**src/sv/u2a_pkg.sv**
```systemverilog
// Package for the UTF-8 Latin to ASCII folder: fold table, phase codes, queue entry types.
// No dependencies.
`default_nettype none
package u2a_pkg;

    localparam int QueueDepth = 4;

    typedef enum logic [1:0] {
        PH_IDLE = 2'd0,
        PH_LEAD = 2'd1,
        PH_E2   = 2'd2,
        PH_E280 = 2'd3
    } phase_t;

    // Up to three bytes of one input transaction.
    typedef struct packed {
        logic [1:0]      cnt;
        logic [2:0][7:0] bytes;
        logic            eot;
    } seq_t;

    // Fold entry: two characters, 0 means absent.
    typedef logic [15:0] fold_t;

    function automatic fold_t fold_lookup(input logic [1:0] sel, input logic [5:0] idx);
        fold_t r;
        r = 16'h0000;
        unique case (sel)
            2'd0:
            begin
                unique case (idx)
                    6'h00, 6'h01, 6'h02, 6'h03, 6'h05: r = {"A", 8'h00};
                    6'h04: r = "Ae";
                    6'h06: r = "AE";
                    6'h07: r = {"C", 8'h00};
                    6'h08, 6'h09, 6'h0a, 6'h0b: r = {"E", 8'h00};
                    6'h0c, 6'h0d, 6'h0e, 6'h0f: r = {"I", 8'h00};
                    6'h10: r = {"D", 8'h00};
                    6'h11: r = {"N", 8'h00};
                    6'h12, 6'h13, 6'h14, 6'h15, 6'h18: r = {"O", 8'h00};
                    6'h16: r = "Oe";
                    6'h17: r = {"x", 8'h00};
                    6'h19, 6'h1a, 6'h1b: r = {"U", 8'h00};
                    6'h1c: r = "Ue";
                    6'h1d: r = {"Y", 8'h00};
                    6'h1f: r = "ss";
                    6'h20, 6'h21, 6'h22, 6'h23, 6'h25: r = {"a", 8'h00};
                    6'h24, 6'h26: r = "ae";
                    6'h27: r = {"c", 8'h00};
                    6'h28, 6'h29, 6'h2a, 6'h2b: r = {"e", 8'h00};
                    6'h2c, 6'h2d, 6'h2e, 6'h2f: r = {"i", 8'h00};
                    6'h30: r = {"d", 8'h00};
                    6'h31: r = {"n", 8'h00};
                    6'h32, 6'h33, 6'h34, 6'h35, 6'h38: r = {"o", 8'h00};
                    6'h36: r = "oe";
                    6'h39, 6'h3a, 6'h3b: r = {"u", 8'h00};
                    6'h3c: r = "ue";
                    6'h3d, 6'h3f: r = {"y", 8'h00};
                    default: r = 16'h0000;
                endcase
            end
            2'd1:
            begin
                if (idx <= 6'h05)
                    r = {(idx[0] ? "a" : "A"), 8'h00};
                else if (idx <= 6'h0d)
                    r = {(idx[0] ? "c" : "C"), 8'h00};
                else if (idx <= 6'h11)
                    r = {(idx[0] ? "d" : "D"), 8'h00};
                else if (idx <= 6'h1b)
                    r = {(idx[0] ? "e" : "E"), 8'h00};
                else if (idx <= 6'h23)
                    r = {(idx[0] ? "g" : "G"), 8'h00};
                else if (idx <= 6'h27)
                    r = {(idx[0] ? "h" : "H"), 8'h00};
                else if (idx <= 6'h31)
                    r = {(idx[0] ? "i" : "I"), 8'h00};
                else if (idx == 6'h32)
                    r = "IJ";
                else if (idx == 6'h33)
                    r = "ij";
                else if (idx <= 6'h35)
                    r = {(idx[0] ? "j" : "J"), 8'h00};
                else if (idx == 6'h36)
                    r = {"K", 8'h00};
                else if (idx <= 6'h38)
                    r = {"k", 8'h00};
                else
                    r = {(idx[0] ? "L" : "l"), 8'h00};
            end
            2'd2:
            begin
                if (idx == 6'h00)
                    r = {"l", 8'h00};
                else if (idx <= 6'h02)
                    r = {(idx[0] ? "L" : "l"), 8'h00};
                else if (idx <= 6'h08)
                    r = {(idx[0] ? "N" : "n"), 8'h00};
                else if (idx <= 6'h0b)
                    r = 16'h0000;
                else if (idx <= 6'h11)
                    r = {(idx[0] ? "o" : "O"), 8'h00};
                else if (idx == 6'h12)
                    r = "OE";
                else if (idx == 6'h13)
                    r = "oe";
                else if (idx <= 6'h19)
                    r = {(idx[0] ? "r" : "R"), 8'h00};
                else if (idx <= 6'h21)
                    r = {(idx[0] ? "s" : "S"), 8'h00};
                else if (idx <= 6'h27)
                    r = {(idx[0] ? "t" : "T"), 8'h00};
                else if (idx <= 6'h33)
                    r = {(idx[0] ? "u" : "U"), 8'h00};
                else if (idx <= 6'h35)
                    r = {(idx[0] ? "w" : "W"), 8'h00};
                else if (idx <= 6'h37)
                    r = {(idx[0] ? "y" : "Y"), 8'h00};
                else if (idx == 6'h38)
                    r = {"Y", 8'h00};
                else if (idx <= 6'h3e)
                    r = {(idx[0] ? "Z" : "z"), 8'h00};
                else
                    r = 16'h0000;
            end
            default: r = 16'h0000;
        endcase
        return r;
    endfunction

endpackage
`default_nettype wire

```
**src/sv/u2a_front.sv**
```systemverilog
// Front end: accepts bytes, tracks held lead bytes, emits up to three bytes per transaction.
// Depends on u2a_pkg.
`default_nettype none
module u2a_front (
    input  wire logic          clk,
    input  wire logic          rst_n,
    input  wire logic          push,
    input  wire logic [7:0]    in_byte,
    input  wire logic          end_of_text,
    input  wire logic          take,
    output u2a_pkg::seq_t      seq
);
    import u2a_pkg::*;

    logic [7:0] held_lead_reg, held_lead_next;
    phase_t     phase_reg, phase_next;
    seq_t       s;
    fold_t      f;
    logic [1:0] lsel;
    logic       fresh;

    function automatic seq_t add(input seq_t q, input logic [7:0] b);
        seq_t r;
        r = q;
        r.bytes[q.cnt] = b;
        r.cnt = q.cnt + 2'd1;
        return r;
    endfunction

    assign lsel = held_lead_reg[1:0] - 2'd3;
    assign f = fold_lookup(lsel, in_byte[5:0]);

    always_comb
    begin
        s = '0;
        s.eot = end_of_text;
        held_lead_next = held_lead_reg;
        phase_next = phase_reg;
        fresh = 1'b0;
        unique case (phase_reg)
            PH_IDLE: fresh = 1'b1;
            PH_LEAD:
            begin
                phase_next = PH_IDLE;
                if (held_lead_reg == 8'hC2 && in_byte == 8'hA0)
                    s = add(s, 8'h20);
                else if (held_lead_reg != 8'hC2 && in_byte[7:6] == 2'b10
                         && f[15:8] != 8'h00)
                begin
                    s = add(s, f[15:8]);
                    if (f[7:0] != 8'h00)
                        s = add(s, f[7:0]);
                end
                else
                begin
                    s = add(s, held_lead_reg);
                    fresh = 1'b1;
                end
            end
            PH_E2:
            begin
                if (in_byte == 8'h80)
                    phase_next = PH_E280;
                else
                begin
                    s = add(s, 8'hE2);
                    phase_next = PH_IDLE;
                    fresh = 1'b1;
                end
            end
            PH_E280:
            begin
                phase_next = PH_IDLE;
                if (in_byte == 8'hAF)
                    s = add(s, 8'h20);
                else
                begin
                    s = add(s, 8'hE2);
                    s = add(s, 8'h80);
                    fresh = 1'b1;
                end
            end
            default: phase_next = PH_IDLE;
        endcase
        if (fresh)
        begin
            if (in_byte >= 8'hC2 && in_byte <= 8'hC5)
            begin
                held_lead_next = in_byte;
                phase_next = PH_LEAD;
            end
            else if (in_byte == 8'hE2)
            begin
                held_lead_next = in_byte;
                phase_next = PH_E2;
            end
            else
                s = add(s, in_byte);
        end
        if (end_of_text)
        begin
            if (phase_next == PH_LEAD || phase_next == PH_E2)
                s = add(s, held_lead_next);
            else if (phase_next == PH_E280)
            begin
                s = add(s, 8'hE2);
                s = add(s, 8'h80);
            end
            phase_next = PH_IDLE;
            held_lead_next = 8'h00;
        end
    end

    assign seq = s;

    always_ff @(posedge clk or negedge rst_n)
    begin
        if (!rst_n)
        begin
            held_lead_reg <= 8'h00;
            phase_reg <= PH_IDLE;
        end
        else if (push && take)
        begin
            held_lead_reg <= held_lead_next;
            phase_reg <= phase_next;
        end
    end
endmodule
`default_nettype wire

```
**src/sv/u2a_queue.sv**
```systemverilog
// Short queue of byte groups between front and back.
// Depends on u2a_pkg.
`default_nettype none
module u2a_queue #(
    parameter int Depth = u2a_pkg::QueueDepth
) (
    input  wire logic          clk,
    input  wire logic          rst_n,
    input  wire logic          wr,
    input  wire u2a_pkg::seq_t wdata,
    output logic               full,
    output logic               nonempty,
    input  wire logic          rd,
    output u2a_pkg::seq_t      rdata
);
    import u2a_pkg::*;

    localparam int AW = (Depth > 1) ? $clog2(Depth) : 1;

    seq_t            mem [Depth];
    logic [AW-1:0]   wp_reg, rp_reg;
    logic [AW:0]     cnt_reg;

    assign full = cnt_reg == (AW+1)'(Depth);
    assign nonempty = cnt_reg != '0;
    assign rdata = mem[rp_reg];

    always_ff @(posedge clk)
    begin
        if (wr && !full)
            mem[wp_reg] <= wdata;
    end

    always_ff @(posedge clk or negedge rst_n)
    begin
        if (!rst_n)
        begin
            wp_reg <= '0;
            rp_reg <= '0;
            cnt_reg <= '0;
        end
        else
        begin
            if (wr && !full)
                wp_reg <= (wp_reg == AW'(Depth - 1)) ? '0 : wp_reg + AW'(1);
            if (rd && nonempty)
                rp_reg <= (rp_reg == AW'(Depth - 1)) ? '0 : rp_reg + AW'(1);
            cnt_reg <= cnt_reg + (AW+1)'(wr && !full) - (AW+1)'(rd && nonempty);
        end
    end
endmodule
`default_nettype wire

```
**src/sv/u2a_back.sv**
```systemverilog
// Back end: serializes byte groups into single output bytes with run and text flags.
// Depends on u2a_pkg.
`default_nettype none
module u2a_back (
    input  wire logic          clk,
    input  wire logic          rst_n,
    input  wire logic          q_nonempty,
    input  wire u2a_pkg::seq_t q_data,
    output logic               q_rd,
    output logic               empty,
    input  wire logic          pop,
    output logic [7:0]         out_byte,
    output logic               run_last,
    output logic               text_last
);
    import u2a_pkg::*;

    logic [1:0] idx_reg;
    logic       last;

    assign empty = !q_nonempty;
    assign last = (idx_reg + 2'd1) == q_data.cnt;
    assign out_byte = q_data.bytes[idx_reg];
    assign run_last = last;
    assign text_last = last && q_data.eot;
    assign q_rd = pop && q_nonempty && last;

    always_ff @(posedge clk or negedge rst_n)
    begin
        if (!rst_n)
            idx_reg <= 2'd0;
        else if (pop && q_nonempty)
            idx_reg <= last ? 2'd0 : idx_reg + 2'd1;
    end
endmodule
`default_nettype wire

```
**src/sv/utf8_latin_to_ascii_folder.sv**
```systemverilog
// UTF-8 Latin letter folder, top level: front classifier, group queue, output serializer.
// Depends on u2a_pkg, u2a_front, u2a_queue, u2a_back.
// Accepted bytes' results are queued; out_byte reads the queue head combinationally.
// Throughput: one input byte per cycle while not full; output one byte per cycle
// while popped and not empty; N results of a byte take N pops. Queue depth sets slack.
// Reset (rst_n low, asynchronous) clears held bytes and empties the queue.
`default_nettype none
module utf8_latin_to_ascii_folder #(
    parameter int QDepth = u2a_pkg::QueueDepth
) (
    input  wire logic       clk,
    input  wire logic       rst_n,
    input  wire logic       push,
    output logic            full,
    input  wire logic [7:0] in_byte,
    input  wire logic       end_of_text,
    output logic            empty,
    input  wire logic       pop,
    output logic [7:0]      out_byte,
    output logic            run_last,
    output logic            text_last
);
    import u2a_pkg::*;

    seq_t seq, q_data;
    logic q_full, q_nonempty, q_rd, wr;

    assign full = q_full;
    assign wr = push && !q_full && seq.cnt != 2'd0;

    u2a_front u_front (
        .clk(clk), .rst_n(rst_n), .push(push), .in_byte(in_byte),
        .end_of_text(end_of_text), .take(!q_full), .seq(seq)
    );

    u2a_queue #(.Depth(QDepth)) u_queue (
        .clk(clk), .rst_n(rst_n), .wr(wr), .wdata(seq), .full(q_full),
        .nonempty(q_nonempty), .rd(q_rd), .rdata(q_data)
    );

    u2a_back u_back (
        .clk(clk), .rst_n(rst_n), .q_nonempty(q_nonempty), .q_data(q_data),
        .q_rd(q_rd), .empty(empty), .pop(pop), .out_byte(out_byte),
        .run_last(run_last), .text_last(text_last)
    );
endmodule
`default_nettype wire
```
**config.mk**
```make
export PLATFORM = sky130hd
export DESIGN_NAME = utf8_latin_to_ascii_folder
export DESIGN_NICKNAME = d
export VERILOG_FILES = /design/src/sv/u2a_pkg.sv /design/src/sv/u2a_front.sv /design/src/sv/u2a_queue.sv /design/src/sv/u2a_back.sv /design/src/sv/utf8_latin_to_ascii_folder.sv
export SDC_FILE = /design/constraint.sdc
export NUM_CORES = 1
export LEC_CHECK = 0
export ABC_AREA = 1
export BUFFER_PORTS_ARGS = -buffer_cell sky130_fd_sc_hd__buf_2
export CORE_ASPECT_RATIO = 0.8
export CORE_MARGIN = 5
export CORE_UTILIZATION = 50
export CTS_CLUSTER_SIZE = 20
export DETAILED_ROUTE_END_ITERATION = 8
export MAX_ROUTING_LAYER = met4
export PLACE_DENSITY = 0.69
export SLEW_MARGIN = 15
export SYNTH_ARGS = -nofsm -noshare
export SYNTH_HDL_FRONTEND = slang
export SYNTH_HIERARCHICAL = 1
export SYNTH_SLANG_ARGS = --single-unit
```
**constraint.sdc**
```tcl
create_clock -name clk -period 5.2 [get_ports clk]
set_input_delay 1.04 -clock clk [delete_from_list [all_inputs] [get_ports clk]]
set_output_delay 1.04 -clock clk [all_outputs]
set_load 0.02 [all_outputs]
```
==> results.md <==
- The type of origin of the critical path is a primary input.
- The initial antenna violation count was 0.
- Ranked by total cell area, the synthesized netlist is headed by edfxtp_1 41%, nand2_1 12%, inv_1 7.4%.
- The worst supply voltage drop on vdd is 0.2283 mV.
- Of all flip-flops after synthesis, the portion carrying an async set or reset was 0.1496.
- The synthesis-to-finish area growth is 20.62%.
- The stage delay of the slowest cell on the critical path is 370 ps.
- The maximum achievable frequency is 0.2065 GHz.
- Clock-pin slew was measured on the worst setup and hold paths at 60 ps.
- The CTS tree is done.
- The final estimated routing congestion in global placement is 1.006.
- The H-tree was split into 4 levels.
- The met1 routing resource usage after global routing is 0.3466.
- In this run, the number of DRC markers left after iteration 0 of detailed routing was 894.
- The flow ran to the end, and the final reports show no timing, DRC or antenna violations.
- The worst min-delay path class is reg -> reg.
- The top fanout value on the critical path is 5.
- The register area share after synthesis is 0.4717.
- For met2 alone, demand over resource in global routing was 0.3727.
- In this run the mean area of a mapped cell was 8.185 sq um.
- For the final routed database, the setup TNS stands at 0 ps.
- The number of enable-type register cells in the synthesized netlist is between 100 and 150.
- The final count of pins violating max slew is 0.
- In this run, post-CTS hold repair placed 0 buffers.
- The post-layout net count is roughly 1,100.
- In this run the critical register-to-register path is launched from u_front/held_lead_reg[1].
- During I/O placement, the number of pins put on the boundary was 25.
- Measured along the y axis, the die boundary spans ~120 um.
- The max-cap violation count is 0.
- By count the netlist is led by 254 x nand2_1, 156 x inv_1, 108 x edfxtp_1.
- Once layout is complete, the utilization of the core stands at 0.6077.
- Summing every instance area after synthesis gives approximately 0.0079 sq mm.
- The clock skew after layout is 10.35 ps.
- Clock latency on the worst-skew pair, taken at its later pin, is 410 ps.
- The critical path is of the in -> reg type.
- The share of layout cells above drive strength 1 is 0.1823.
- The detailed placer's ending HPWL is 15.81 mm.
- The proportion of netlist area held by the largest area contributor is 0.4114.
- For this run, design rule violations remaining after detail routing come to 0.
- The overall global routing resource usage is 0.2480.
- The startpoint of the worst hold path is u_queue/wp_reg[1].
- The core region is 0.01565 sq mm.
- The met3 global-route usage is 0.04651.
- The family of cells with the greatest summed delay on the critical path is simple AND/OR/NAND/NOR gates.
- The cell count after synthesis came out at 963.
- The highest-delay cell along the critical path is fa_1.
- The final layout contains routed wiring with a total length of roughly 21 mm.
- The largest net degree at the start of global routing is 63.
- The die covers 0.01839 sq mm.
- The final-report setup violation count is 0.
- The number of failing hold endpoints at the final stage was 0.
- The critical path data arrival time is 5190 ps.
- For this run, the number of Yosys warnings is 6.
- The number of global-route vias before repair is 6,556.
- The number of diodes is 0.
- For the finished layout, the period the worst path requires is 4842 ps.
- The initial standard-cell utilization of the core is 0.5038.
- For the pin with the worst max-slew slack, the measured transition is 979.8 ps.
- The total leakage power is 4.304 nW.
- The global-route congestion overflow total is 0.
- Buffers inserted during clock tree synthesis total 17.
- Input and output buffers added on the ports amount to 24.
- The power per cell area is 419.5 mW/mm^2.
- The number of different library cells used by synthesis comes to 41.
- The root buffer cell chosen for the clock tree is clkbuf_16.
- The clock passes through at most 2 buffers.
- The first global-routing pass estimated approximately 34 mm of wire.
- The tree built by TritonCTS fans out to 127 sinks.
- Dividing the final minimum period by the clock period gives 0.9312.
- The number of cell rows is 41.
- The primary flip-flop cell chosen by synthesis mapping is edfxtp_1.
- The chip width is 150.4 um.
- The final-layout worst hold slack is 553.9 ps.
- The number of buffers and inverters on the critical path is 7.
- The critical path starts at in_byte[0].
- The worst setup path is captured at a flip-flop.
- The final route contains roughly 7,000 vias.
- In this run the most used layer during global routing was met2.
- The worst pin sits at a relative slew slack of 0.3468.
- At the worst endpoint, the required time is 5550 ps.
- After layout, the design draws a total of 3.989 mW.
- Using the TritonRoute via totals, the vias-per-cell ratio works out to 5.370.
- In the post-synthesis netlist, the cell with the most instances is nand2_1.
- The synthesized design contains roughly 130 register bits.
- The net count after synthesis is 999.
- The detail route stage leaves a number of antenna-violating nets equal to 0.
- The cell type contributing the most total cell area after synthesis is edfxtp_1.
- The number of flip-flops under the largest register name is 108.
- The number of detailed-routing iterations run before antenna repair is 5.
- After detailed routing, the average wire length per cell comes to 16.32 um.
- The critical path's most frequent cell is nand2_1.
## layer usage
| layer | routed length [um] | share of wire |
|---|---|---|
| met1 | 9634 | 0.45 |
| met2 | 9567 | 0.45 |
| met3 | 1702 | 0.080 |
| met4 | 322 | 0.015 |
| met5 | 0 | 0 |
## worst register-to-register path, delay by kind of cell, from the launching register on
| kind | cells | cell delay (ps) |
|---|---|---|
| and+or+nand+nor | 17 | 2180 |
| adders and majority gates | 4 | 1110 |
| DFF | 1 | 460 |
| AOI/OAI and AO/OA | 3 | 260 |
| buffers and inverters | 5 | 360 |
## worst paths after layout
path	cells after the start	endpoint	slack (ps)
max in group asynchronous	1	u_queue/rp_reg[0]	4260
worst max-delay path	36	u_queue/cnt_reg[2]	360
worst min-delay path	2	u_queue/wp_reg[1]	550
worst min register to register	2	u_queue/wp_reg[1]	550
min in group asynchronous	1	u_back/idx_reg[0]	580
worst max register to register	29	u_queue/cnt_reg[2]	790
## stage by stage
step / cells / cell area [sq um] / setup slack [ps]
floorplan: 963 / 7928 / 35.68
global placement: 1267 / 8874 / -30.34
detailed placement: 1267 / 8874 / -98.20
CTS: 1299 / 9462 / 312.0
global route: 1301 / 9508 / -3.153
finish: 1301 / 9508 / 358.0
## area by class of cell
type                    instances  area (sq um)
clock buffers                  18         429.2
clock inverters                14         158.9
fillers                      1330          6138
inverters                     167         631.9
multi-input cells             636          3338
flip-flops and latches        127          3720
well taps                     215         269.0
repair buffers                124         960.9
## cell families after synthesis
family                   after synthesis  synth area share
AND/OR/NAND/NOR                      428            0.2283
buffers and inverters                200            0.1132
AO/OA/AOI/OAI                        183            0.1471
flip-flops                           127            0.4717
adder cells (fa/ha/maj)               23           0.03746
XOR/XNOR                               2          0.002223
## report_power, final
part           internal (mW)  total, mW  leakage (nW)  switching, mW
clock network          0.712       1.15         0.281          0.439
logic                  0.484       1.37          2.77          0.885
registers               1.32       1.47          1.25          0.150
total                   2.52       3.99          4.30           1.47
## what timing repair did
action,CTS,global route
endpoints found under the setup margin,0,150
resized for setup,0,12
buffers inserted,0,2
## layout by cell type (no fill, tap or decap), types with 17 or more instances in the layout
master / netlist / final
a21oi_1: 21 / 21
buf_2: 8 / 23
buf_4: 9 / 93
clkbuf_16: 0 / 17
dfrtp_1: 19 / 18
edfxtp_1: 108 / 108
ha_1: 22 / 20
inv_1: 156 / 156
nand2_1: 254 / 251
nand3_1: 53 / 52
nor2_1: 86 / 80
o211ai_1: 63 / 63
o21ai_0: 48 / 44
Power figures use the tool's default switching activity.
